--- src/rtl/assert_macros.svh ---
// Assertion macros shared by the RTL of the remote frame transmitter.
// Each macro wraps one concurrent assertion clocked on clk and disabled in reset.
`ifndef ASSERT_MACROS_SVH
`define ASSERT_MACROS_SVH

// Property that must hold at every rising edge outside reset.
`define RFRT_ASSERT(label, prop, msg) \
  label: assert property (@(posedge clk) disable iff (rst) (prop)) else $error(msg);

// Implication checked at the same edge.
`define RFRT_ASSERT_IMPL(label, ante, cons, msg) \
  label: assert property (@(posedge clk) disable iff (rst) (ante) |-> (cons)) else $error(msg);

`endif

--- src/rtl/rfrt_pkg.sv ---
// Package for the remote frame transmitter: payload types, register map,
// phase codes, reset values and the byte-to-symbol helper.
`default_nettype none

package rfrt_pkg;

  // Default sizes.
  localparam int SYNC_ZEROS_DEF       = 12;
  localparam int TICK_COUNT_WIDTH_DEF = 16;

  // Symbols after the sync zeros: sync one, five bytes with parity, trailing zero.
  localparam int FRAME_OVERHEAD = 47;

  // Configuration register map.
  localparam int          CFG_INDEX_W   = 2;
  localparam int          CFG_DATA_W    = 16;
  localparam logic [1:0]  REG_ZERO_HALF = 2'd0;
  localparam logic [1:0]  REG_ONE_HALF  = 2'd1;
  localparam logic [1:0]  REG_GAP       = 2'd2;
  localparam logic [1:0]  REG_REPEAT    = 2'd3;

  // Register reset values.
  localparam logic [15:0] ZERO_HALF_RST = 16'd400;
  localparam logic [15:0] ONE_HALF_RST  = 16'd600;
  localparam logic [15:0] GAP_RST       = 16'd10000;
  localparam logic [2:0]  REPEAT_RST    = 3'd3;

  // Symbol phase codes.
  localparam logic [1:0] PH_IDLE = 2'd0;
  localparam logic [1:0] PH_HIGH = 2'd1;
  localparam logic [1:0] PH_LOW  = 2'd2;
  localparam logic [1:0] PH_GAP  = 2'd3;

  // Command codes.
  localparam logic CMD_TICK  = 1'b0;
  localparam logic CMD_START = 1'b1;

  // Checksum seed.
  localparam logic [7:0] CHECKSUM_SEED = 8'd6;

  typedef struct packed {
    logic        command;
    logic [15:0] house_code;
    logic [7:0]  device_address;
    logic [7:0]  action_code;
  } rfrt_in_t;

  typedef struct packed {
    logic pin_level;
    logic busy_res;
    logic start_taken;
  } rfrt_out_t;

  typedef struct packed {
    logic [15:0] zero_half_ticks;
    logic [15:0] one_half_ticks;
    logic [15:0] gap_ticks;
    logic [2:0]  repeat_count;
  } rfrt_cfg_t;

  // Nine symbols of one byte in send order (first sent at bit 0):
  // MSB first, then the even parity bit.
  function automatic logic [8:0] byte_symbols(input logic [7:0] b);
    logic [8:0] s;
    for (int k = 0; k < 8; k++) begin
      s[k] = b[7-k];
    end
    s[8] = ^b;
    return s;
  endfunction

endpackage

`default_nettype wire

--- src/rtl/rf_remote_frame_transmitter.sv ---
// Remote frame transmitter. Every beat on the input channel is either one
// time tick or a start command; every beat gives exactly one result beat
// with the line level, the busy flag and whether a start was taken. One
// beat is accepted per clock while in_stall is low: the sequencer updates its
// phase, counter and frame rotator in the cycle a beat is taken, the result
// is registered in the output register, and a one-entry skid lets one more
// beat in while that result is stalled (in_stall rises only when both hold a
// result). Configuration writes are taken in any cycle (cfg_ready is always
// high) and act from the next beat on.
// Depends on rfrt_pkg, rfrt_frame_build, rfrt_sequencer, rfrt_out_stage.
`default_nettype none

`include "assert_macros.svh"

module rf_remote_frame_transmitter
  import rfrt_pkg::*;
#(
  parameter int SYNC_ZEROS       = SYNC_ZEROS_DEF,
  parameter int TICK_COUNT_WIDTH = TICK_COUNT_WIDTH_DEF
) (
  input  wire logic                   clk,
  input  wire logic                   rst,
  input  wire logic                   in_valid,
  output logic                        in_stall,
  input  wire rfrt_in_t               in_data,
  output logic                        out_valid,
  input  wire logic                   out_stall,
  output rfrt_out_t                   out_data,
  input  wire logic                   cfg_valid,
  output logic                        cfg_ready,
  input  wire logic [CFG_INDEX_W-1:0] cfg_index,
  input  wire logic [CFG_DATA_W-1:0]  cfg_data
);

  localparam int FRAME_LEN = SYNC_ZEROS + FRAME_OVERHEAD;

  rfrt_cfg_t            cfg;
  logic                 in_fire;
  logic [FRAME_LEN-1:0] frame;
  rfrt_out_t            result;
  logic                 skid_full;

  assign cfg_ready = 1'b1;
  assign in_stall  = skid_full;
  assign in_fire   = in_valid && !in_stall;

  // Configuration registers.
  always_ff @(posedge clk) begin
    if (rst) begin
      cfg.zero_half_ticks <= ZERO_HALF_RST;
      cfg.one_half_ticks  <= ONE_HALF_RST;
      cfg.gap_ticks       <= GAP_RST;
      cfg.repeat_count    <= REPEAT_RST;
    end else if (cfg_valid && cfg_ready) begin
      case (cfg_index)
        REG_ZERO_HALF: cfg.zero_half_ticks <= cfg_data;
        REG_ONE_HALF:  cfg.one_half_ticks  <= cfg_data;
        REG_GAP:       cfg.gap_ticks       <= cfg_data;
        REG_REPEAT:    cfg.repeat_count    <= cfg_data[2:0];
        default: begin
        end
      endcase
    end
  end

  // Frame symbols from the start beat's fields.
  rfrt_frame_build #(
    .SYNC_ZEROS (SYNC_ZEROS)
  ) u_frame_build (
    .house_code     (in_data.house_code),
    .device_address (in_data.device_address),
    .action_code    (in_data.action_code),
    .frame          (frame)
  );

  // Phase and tick sequencing.
  rfrt_sequencer #(
    .SYNC_ZEROS       (SYNC_ZEROS),
    .TICK_COUNT_WIDTH (TICK_COUNT_WIDTH)
  ) u_sequencer (
    .clk       (clk),
    .rst       (rst),
    .item_fire (in_fire),
    .command   (in_data.command),
    .frame     (frame),
    .cfg       (cfg),
    .result    (result)
  );

  // Result register and skid.
  rfrt_out_stage u_out_stage (
    .clk       (clk),
    .rst       (rst),
    .in_fire   (in_fire),
    .in_result (result),
    .skid_full (skid_full),
    .out_valid (out_valid),
    .out_stall (out_stall),
    .out_data  (out_data)
  );

  // The skid only fills behind a held output result.
  `RFRT_ASSERT_IMPL(a_skid_behind_out, in_stall, out_valid, "skid full with empty output register")
  // The input side stalls only after the output side was stalled with a result.
  `RFRT_ASSERT_IMPL(a_stall_cause, $rose(in_stall), $past(out_valid && out_stall), "input stall without output stall")
  // A taken start always reports a busy line driven high.
  `RFRT_ASSERT_IMPL(a_start_result, out_valid && out_data.start_taken, out_data.busy_res && out_data.pin_level, "start result not busy and high")

endmodule

`default_nettype wire

--- src/rtl/rfrt_frame_build.sv ---
// Frame assembly: checksum, parity and symbol ordering of one frame.
// Depends on rfrt_pkg.
`default_nettype none

module rfrt_frame_build
  import rfrt_pkg::*;
#(
  parameter int SYNC_ZEROS = SYNC_ZEROS_DEF
) (
  input  wire logic [15:0]                       house_code,
  input  wire logic [7:0]                        device_address,
  input  wire logic [7:0]                        action_code,
  output logic      [SYNC_ZEROS+FRAME_OVERHEAD-1:0] frame
);

  logic [7:0] hc_hi;
  logic [7:0] hc_lo;
  logic [7:0] checksum;

  // Checksum is the seed plus the four payload bytes, modulo 256.
  assign hc_hi    = house_code[15:8];
  assign hc_lo    = house_code[7:0];
  assign checksum = CHECKSUM_SEED + hc_hi + hc_lo + device_address + action_code;

  // Symbol i of the frame sits at bit i; the trailing zero is the top bit.
  assign frame = {1'b0,
                  byte_symbols(checksum),
                  byte_symbols(action_code),
                  byte_symbols(device_address),
                  byte_symbols(hc_lo),
                  byte_symbols(hc_hi),
                  1'b1,
                  {SYNC_ZEROS{1'b0}}};

endmodule

`default_nettype wire

--- src/rtl/rfrt_sequencer.sv ---
// Symbol sequencer: phase state, tick counter, frame rotator and repeat count.
// Depends on rfrt_pkg; the frame comes from rfrt_frame_build.
`default_nettype none

module rfrt_sequencer
  import rfrt_pkg::*;
#(
  parameter int SYNC_ZEROS       = SYNC_ZEROS_DEF,
  parameter int TICK_COUNT_WIDTH = TICK_COUNT_WIDTH_DEF
) (
  input  wire logic                                  clk,
  input  wire logic                                  rst,
  input  wire logic                                  item_fire,
  input  wire logic                                  command,
  input  wire logic [SYNC_ZEROS+FRAME_OVERHEAD-1:0]  frame,
  input  wire rfrt_cfg_t                             cfg,
  output rfrt_out_t                                  result
);

  localparam int FRAME_LEN = SYNC_ZEROS + FRAME_OVERHEAD;
  localparam int IDX_W     = $clog2(FRAME_LEN + 1);
  localparam int TCW       = TICK_COUNT_WIDTH;
  localparam int CMP_W     = (TCW > 16) ? TCW : 16;
  localparam logic [TCW-1:0] COUNT_MAX = {TCW{1'b1}};

  logic [1:0]           phase;
  logic [1:0]           phase_next;
  logic [FRAME_LEN-1:0] frame_bits;
  logic [FRAME_LEN-1:0] frame_bits_next;
  logic [IDX_W-1:0]     symbol_index;
  logic [IDX_W-1:0]     symbol_index_next;
  logic [2:0]           repeats_left;
  logic [2:0]           repeats_left_next;
  logic [TCW-1:0]       tick_counter;
  logic [TCW-1:0]       tick_counter_next;

  logic [15:0]      len_sel;
  logic [CMP_W-1:0] len_ext;
  logic [CMP_W-1:0] limit;
  logic [TCW-1:0]   cnt_inc;
  logic             done;
  logic [IDX_W-1:0] idx_inc;
  logic             last_symbol;
  logic [2:0]       rep_dec;

  // Length of the current phase, clipped to what the counter can hold.
  assign len_sel = (phase == PH_GAP) ? cfg.gap_ticks :
                   (frame_bits[0] ? cfg.one_half_ticks : cfg.zero_half_ticks);
  assign len_ext = CMP_W'(len_sel);
  assign limit   = (len_ext > CMP_W'(COUNT_MAX)) ? CMP_W'(COUNT_MAX) : len_ext;

  // Saturating tick count and phase completion.
  assign cnt_inc     = (tick_counter == COUNT_MAX) ? tick_counter : tick_counter + 1'b1;
  assign done        = CMP_W'(cnt_inc) >= limit;
  assign idx_inc     = symbol_index + 1'b1;
  assign last_symbol = (idx_inc == IDX_W'(FRAME_LEN));
  assign rep_dec     = repeats_left - 3'd1;

  // Next state and the result of the beat being taken.
  always_comb begin
    phase_next        = phase;
    frame_bits_next   = frame_bits;
    symbol_index_next = symbol_index;
    repeats_left_next = repeats_left;
    tick_counter_next = tick_counter;
    result            = '0;

    if (item_fire) begin
      if (command == CMD_START) begin
        if (phase == PH_IDLE) begin
          frame_bits_next   = frame;
          symbol_index_next = '0;
          tick_counter_next = '0;
          repeats_left_next = (cfg.repeat_count == 3'd0) ? 3'd1 : cfg.repeat_count;
          phase_next        = PH_HIGH;
          result.start_taken = 1'b1;
          result.busy_res    = 1'b1;
          result.pin_level   = 1'b1;
        end else begin
          result.busy_res  = 1'b1;
          result.pin_level = (phase == PH_HIGH);
        end
      end else begin
        result.busy_res = (phase != PH_IDLE);
        case (phase)
          PH_HIGH: begin
            result.pin_level = 1'b1;
            if (done) begin
              tick_counter_next = '0;
              phase_next        = PH_LOW;
            end else begin
              tick_counter_next = cnt_inc;
            end
          end
          PH_LOW: begin
            if (done) begin
              tick_counter_next = '0;
              // Rotate so the next symbol sits at bit 0; a full pass restores the frame.
              frame_bits_next   = {frame_bits[0], frame_bits[FRAME_LEN-1:1]};
              symbol_index_next = idx_inc;
              if (last_symbol) begin
                if (cfg.gap_ticks == 16'd0) begin
                  repeats_left_next = rep_dec;
                  symbol_index_next = '0;
                  phase_next        = (rep_dec == 3'd0) ? PH_IDLE : PH_HIGH;
                end else begin
                  phase_next = PH_GAP;
                end
              end else begin
                phase_next = PH_HIGH;
              end
            end else begin
              tick_counter_next = cnt_inc;
            end
          end
          PH_GAP: begin
            if (done) begin
              tick_counter_next = '0;
              repeats_left_next = rep_dec;
              symbol_index_next = '0;
              phase_next        = (rep_dec == 3'd0) ? PH_IDLE : PH_HIGH;
            end else begin
              tick_counter_next = cnt_inc;
            end
          end
          default: begin
          end
        endcase
      end
    end
  end

  // State registers.
  always_ff @(posedge clk) begin
    if (rst) begin
      phase        <= PH_IDLE;
      frame_bits   <= '0;
      symbol_index <= '0;
      repeats_left <= 3'd0;
      tick_counter <= '0;
    end else begin
      phase        <= phase_next;
      frame_bits   <= frame_bits_next;
      symbol_index <= symbol_index_next;
      repeats_left <= repeats_left_next;
      tick_counter <= tick_counter_next;
    end
  end

endmodule

`default_nettype wire

--- src/rtl/rfrt_out_stage.sv ---
// Output register with a one-entry skid buffer, so a result can wait while
// the next beat is still taken. Depends on rfrt_pkg.
`default_nettype none

module rfrt_out_stage
  import rfrt_pkg::*;
(
  input  wire logic      clk,
  input  wire logic      rst,
  input  wire logic      in_fire,
  input  wire rfrt_out_t in_result,
  output logic           skid_full,
  output logic           out_valid,
  input  wire logic      out_stall,
  output rfrt_out_t      out_data
);

  logic      skid_valid;
  rfrt_out_t skid_data;
  logic      out_fire;

  assign out_fire  = out_valid && !out_stall;
  assign skid_full = skid_valid;

  // Control: the skid holds a result only while the output register is stalled.
  always_ff @(posedge clk) begin
    if (rst) begin
      out_valid  <= 1'b0;
      skid_valid <= 1'b0;
    end else if (skid_valid) begin
      if (out_fire) begin
        skid_valid <= 1'b0;
      end
    end else if (in_fire) begin
      if (out_valid && !out_fire) begin
        skid_valid <= 1'b1;
      end else begin
        out_valid <= 1'b1;
      end
    end else if (out_fire) begin
      out_valid <= 1'b0;
    end
  end

  // Payload.
  always_ff @(posedge clk) begin
    if (skid_valid) begin
      if (out_fire) begin
        out_data <= skid_data;
      end
    end else if (in_fire) begin
      if (out_valid && !out_fire) begin
        skid_data <= in_result;
      end else begin
        out_data <= in_result;
      end
    end
  end

endmodule

`default_nettype wire

--- config.mk ---
export PLATFORM = sky130hd
export DESIGN_NAME = rf_remote_frame_transmitter
export DESIGN_NICKNAME = d
export VERILOG_FILES = /design/src/rtl/rfrt_pkg.sv /design/src/rtl/rf_remote_frame_transmitter.sv /design/src/rtl/rfrt_frame_build.sv /design/src/rtl/rfrt_sequencer.sv /design/src/rtl/rfrt_out_stage.sv
export VERILOG_INCLUDE_DIRS = /design/src /design/src/rtl
export SDC_FILE = /design/constraint.sdc
export NUM_CORES = 1
export LEC_CHECK = 0
export ABC_AREA = 1
export BUFFER_PORTS_ARGS = -buffer_cell sky130_fd_sc_hd__buf_2
export CAP_MARGIN = 20
export CORE_MARGIN = 5
export CORE_UTILIZATION = 35
export DETAILED_ROUTE_END_ITERATION = 10
export HOLD_SLACK_MARGIN = 0.06
export SYNTH_ARGS = -nofsm -noshare
export SYNTH_HDL_FRONTEND = slang
export SYNTH_SLANG_ARGS = --single-unit
--- constraint.sdc ---
create_clock -name clk -period 4.07 [get_ports clk]
set_input_delay 0.407 -clock clk [delete_from_list [all_inputs] [get_ports clk]]
set_output_delay 0.407 -clock clk [all_outputs]
set_load 0.01 [all_outputs]
* After elaboration in Yosys (flattened, before gate mapping) *
Index checks and enable logic that the tools add are counted.

storage, ports and cells
  register bits after elaboration = 145
  input bits = 56
  output and inout port bits = 6
  logic and storage cells = 133

operators by class
  add/subtract/negate cells = 7
  order comparisons = 2
  eq/ne operators = 17
  muxes and demuxes = 52
  bitwise logic cells = 1
  reduce and logical (&&, ||, !) cells = 37

operators by type and width
  operator                 count
  $mux W59                 4
  $mux W16                 8
  $reduce_xor A8 Y1        5
  $mux W6                  6
  $mux W3                  11
  $add A8 B8 Y8            3
  $mux W2                  9
  $add A16 B1 Y16 const B  1
  $eq A16 B16 Y1 const B   1
  $ge A16 B16 Y1           1
  $gt A16 B16 Y1 const B   1
  $logic_not A16 Y1        1
  $ne A3 B2 Y1 const B     5
  $pmux W6 S2              1
  $reduce_and A3 Y1        4
  $reduce_bool A2 Y1       6
  $mux W1                  11
  $add A3 B8 Y8 const A    1
  $eq A2 B2 Y1 const B     4
  $reduce_and A2 Y1        4
  $reduce_and A7 Y1        1
  $add A6 B1 Y6 const B    1
  $eq A6 B6 Y1 const B     1
  $logic_not A3 Y1         2
  other kinds (16)         24

* Depth between registers and ports, before layout *
  depth after elaboration = 8
  mapped depth = 25
  mapped depth without buffers = 23

* Hierarchy *
From an unflattened synthesis, not the netlist that was laid out.

unflattened totals
  cells, all modules = 1461
  area total of the unflattened synthesis = 9561.7 µm²

modules (own cells, without submodules)
  module                       times used  cells an instance  area each (µm²)  sequential area each (µm²)
  rfrt_sequencer               1           892                5544.1           1721.7
  rf_remote_frame_transmitter  1           310                2120.8           1021.0
  rfrt_frame_build             1           224                1569.0           0.0
  rfrt_out_stage               1           35                 327.8            220.2

* Least setup slack after synthesis *
OpenSTA, ideal clock, no wires.

  path type = input to register
  start point = in in_data[2] (netlist name)
  end point = reg u_sequencer.frame_bits[57]
  library setup time = 0.109 ns
  arrival time = 3.226 ns
  slack = 0.735 ns
  stages on the path = 19
  cell sequence = inv_1 -> ha_1 -> fa_1 -> inv_1 -> fa_1 -> ha_1 -> fa_1 -> xor2_1 -> inv_1 -> nand3_1 -> nand2_1 -> nand2_1 -> nand2_1 -> nand2_1 -> nand3_1 -> nand3_1 -> nand3_1 -> nand2_1 -> inv_1

on the way
  word-level cells in the longest chain between the ends = 4

RTL lines
  element               RTL line                           source
  start, declared       rf_remote_frame_transmitter.sv:25  input wire rfrt_in_t in_data,
  $add A8 B8 Y8         rfrt_frame_build.sv:23             assign checksum = CHECKSUM_SEED + hc_hi + hc_lo + device_address + action_code;
  $reduce_xor A8 Y1     rfrt_pkg.sv:68                     s[8] = ^b;
  $mux W59              rfrt_sequencer.sv:70               if (phase == PH_IDLE) begin
  $mux W59              rfrt_sequencer.sv:69               if (command == CMD_START) begin
  end signal, assigned  rfrt_sequencer.sv:143              frame_bits <= frame_bits_next;
  end, declared         rfrt_sequencer.sv:28               logic [FRAME_LEN-1:0] frame_bits;

No other way between the ends. The select of a mux whose other input is x is not followed.
A chain may end at the register's enable or synchronous reset.

* Worst setup path in the final report *
  start point = reg u_sequencer.tick_counter[0]
  end point = reg u_sequencer.repeats_left[0]

on the way
  word-level cells in the longest chain between the ends = 5

RTL lines
  element                                                   RTL line               source
  start, declared                                           rfrt_sequencer.sv:34   logic [TCW-1:0] tick_counter;
  start signal, assigned                                    rfrt_sequencer.sv:146  tick_counter <= tick_counter_next;
  $add A16 B1 Y16 / $eq A16 B16 Y1 (equally long branches)  rfrt_sequencer.sv:53   assign cnt_inc = (tick_counter == COUNT_MAX) ? tick_counter : tick_counter + 1'b1;
  $mux W16 (*)                                              rfrt_sequencer.sv:53
  $ge A16 B16 Y1 (*)                                        rfrt_sequencer.sv:54   assign done = CMP_W'(cnt_inc) >= limit;
  $ne A3 B2 Y1 (no line)                                    n/a
  $reduce_and A7 Y1 (no line) (*)                           n/a
  end signal, assigned                                      rfrt_sequencer.sv:145  repeats_left <= repeats_left_next;
  end, declared                                             rfrt_sequencer.sv:32   logic [2:0] repeats_left;

Every way passes the cells marked *; elsewhere a longest branch is shown, timed or not.

==> results.yml <==
outcome:
  outcome: "finished, final reports clean"
placement:
  gp_routability_congestion: 0.827
  port_buffers: 60
  hpwl_mm: 14.1
  place_ws_ns: 0.394
setup_path:
  r2r-start: "u_sequencer.tick_counter[0]"
  path_class: "register to register"
  cp-startpoint: "u_sequencer.tick_counter[0]"
  cp.arrival_ns: 3.79
  cp.required_ns: 4.35
  critPathMaxStageDelay_ns: 0.42
  r2r_slack_ns: 0.56
  cp_slowest_cell: "dfxtp_1"
  r2r_end: "u_sequencer.repeats_left[0]"
  crit_path_start_kind: "register"
  crit_path_end_kind: "register"
  crit_path_max_fanout: 11
  crit_top_cell: "nand2_1"
  crit_chain: "ha_1 > nand2_1 > inv_1 > nand3_2 > inv_2 > nand2_2 > or2_1 > nand2_1 > ha_1 > a21oi_1 > o21ai_1 > a21oi_1 > nand4_2 > inv_1 > nand2_1 > nand3_2 > nand2_1 > nand2_1 > nor2_1"
  reg2reg_depth: 19
cts:
  clk_latency_ns: 0.43
  clockBufferDepth: 2
  cts_tree: "yes"
  cts_root_buf: "clkbuf_16"
  postCtsResizedCells: 0
  cts_setup_buffers: 0
  postCtsHoldBufs: 0
  numCtsBuffers: 17
  h-tree-depth: 4
  clk_pin_slew_ns: 0.06
  cts.sinks: 145
timing:
  slew_viol_final: 0
  tightest_slew_ns: 0.868
  period_share: 0.862
  setup_viol: 0
  setup_tns_ns: 0
  fmax_mhz: 285
  timing.final.ws_setup_ns: 0.560
  fin_skew_ns: 0.0105
  rsz0062_at_grt: "no"
  layout_min_cycle_time_ns: 3.51
  slew_headroom: 0.420
  finalHoldViolations: 0
pwr:
  power_density_nw_per_um2: 447
  ir_drop_v: 0.000270
  finalPower_mw: 4.15
  p_leak_nw: 4.19
job:
  maxCapViolations: 0
detailed_routing:
  first_pass_iters: 5
  drc_errors: 0
  num_vias: 7140
  detail-route-antenna-nets: 0
  wl_per_cell_um: 13.7
  drt_iter0_drc: 594
  routed_wl_mm: 20.0
  vias_per_cell: 4.88
worst_hold_path:
  min_to: "cfg[42]"
  min_path_cells: 3
  min-delay-path-class: "input port to register"
  min-delay-start: "cfg_data[7]"
global_routing:
  overflow: 0
  grt_pass1_wl_mm: 33.1
  grt_pass1_vias: 6486
  antenna_found_initial: 0
  grt_use_total: 0.152
  grt_max_degree: 53
synth:
  syn_nets: 1205
  synth_top_area_frac: 0.342
  yosysSeqAreaShare: 0.364
  syn_area_um2: 8150
  synth_area_per_cell_um2: 7.39
  ys_types: 50
  yosys_warnings: 0
  synth_top_cell_by_area: "dfxtp_1"
  synth-seq-cells: 145
  yosys-top-cells-area: "dfxtp_1 (34%), nand2_1 (9.8%), o21ai_0 (7.2%)"
  syn_inst: 1102
layout:
  diodes: 0
  area_growth_pct: 13.9
  utilization: 0.408
  final_common_cell: "nand2_1"
  final_cell_mix: "nand2_1 (212), dfxtp_1 (139), nor2_1 (125)"
  nets: 1239
  drive_gt1_frac: 0.120
floorplan:
  die_w_um: 163
  initial_core_util: 0.358
  die_height_um: 163
  io_pins: 62
  core_area_um2: 22800
  num_rows: 55
  die-area_um2: 26400
worst max-delay path by stage:
stage / to / slack [ns] / cells past startpoint
after global routing: u_sequencer.frame_bits[36] / 0.15 / 22
after global placement: u_sequencer.frame_bits[57] / 0.45 / 20
final: u_sequencer.repeats_left[0] / 0.56 / 19
after CTS: u_sequencer.repeats_left[0] / 0.57 / 19
after floorplan: u_sequencer.frame_bits[57] / 0.74 / 19
after detailed placement: u_sequencer.frame_bits[57] / 0.39 / 20
final cells by class:
cell class	count	area, um^2
inverter	89	334
clock inverter	11	150
sequential	145	2960
multi-input combinational	811	4550
timing repair buffer	72	415
clock buffer	21	482
tap	313	392
fill	2319	13500
synthesized netlist by cell type, drive strengths merged:
master	instances
buf	23
nand3b	2
nand3	76
inv	88
mux2i	17
nor3	6
and3	1
o211ai	2
nand4	9
xnor2	19
clkbuf	34
a31oi	3
clkinv	1
nor4	6
a211oi	1
nand2	217
o21ai	139
xor2	23
edfxtp	6
ha	33
nor2	131
a21oi	84
o21a	3
o211a	3
o22ai	1
conb	1
a22oi	15
or2	5
dfxtp	139
fa	14
power by group:
part | internal (mW) | leakage [nW] | switching [mW] | total [mW]
Combinational | 0.356 | 2.70 | 0.579 | 0.935
Clock | 1.04 | 0.301 | 0.633 | 1.67
Sequential | 1.50 | 1.19 | 0.0409 | 1.54
Total | 2.89 | 4.19 | 1.25 | 4.15
routing by layer:
layer,share of wire,vias up,track usage,wire (um)
li1,-,3724,-,-
met1,0.50,3276,0.220,9980
met2,0.45,123,0.235,9010
met3,0.036,17,0.0238,719
met4,0.013,0,0.0461,258
met5,0,-,0,0
cell families after synthesis:
family | after synthesis | synth area share
xor+xnor | 42 | 0.0461
compound gates | 251 | 0.166
fa+ha+maj | 47 | 0.0851
buf+inv | 146 | 0.0782
mux | 17 | 0.0209
simple gates | 453 | 0.239
flops | 145 | 0.364
other cells | 1 | 0.000460
sequential cells by signal (all words and copies together) (netlist names):
register and cells:
cfg 51, u_out_stage.out_data 3, u_out_stage.out_valid 1, u_out_stage.skid_data 3, u_out_stage.skid_full 1, u_sequencer.frame_bits 59
u_sequencer.phase 2, u_sequencer.repeats_left 3, u_sequencer.symbol_index 6, u_sequencer.tick_counter 16
through the flow:
stage | hold WS [ns] | cells | instance area (um^2)
floorplan | 0.425 | 1102 | 8150
CTS | 0.212 | 1462 | 9280
global route | 0.244 | 1462 | 9280
finish | 0.222 | 1462 | 9280
global placement | 0.438 | 1430 | 8650
detailed placement | 0.443 | 1430 | 8650
worst max-delay path, delay by kind of cell (launching register included):
| family | cells | cell delay, ns |
|---|---|---|
| compound gates | 3 | 0.43 |
| fa+ha+maj | 2 | 0.48 |
| buf+inv | 3 | 0.30 |
| flops | 1 | 0.42 |
| simple gates | 11 | 1.71 |
No activity file was read; power rests on OpenSTA's default activity.
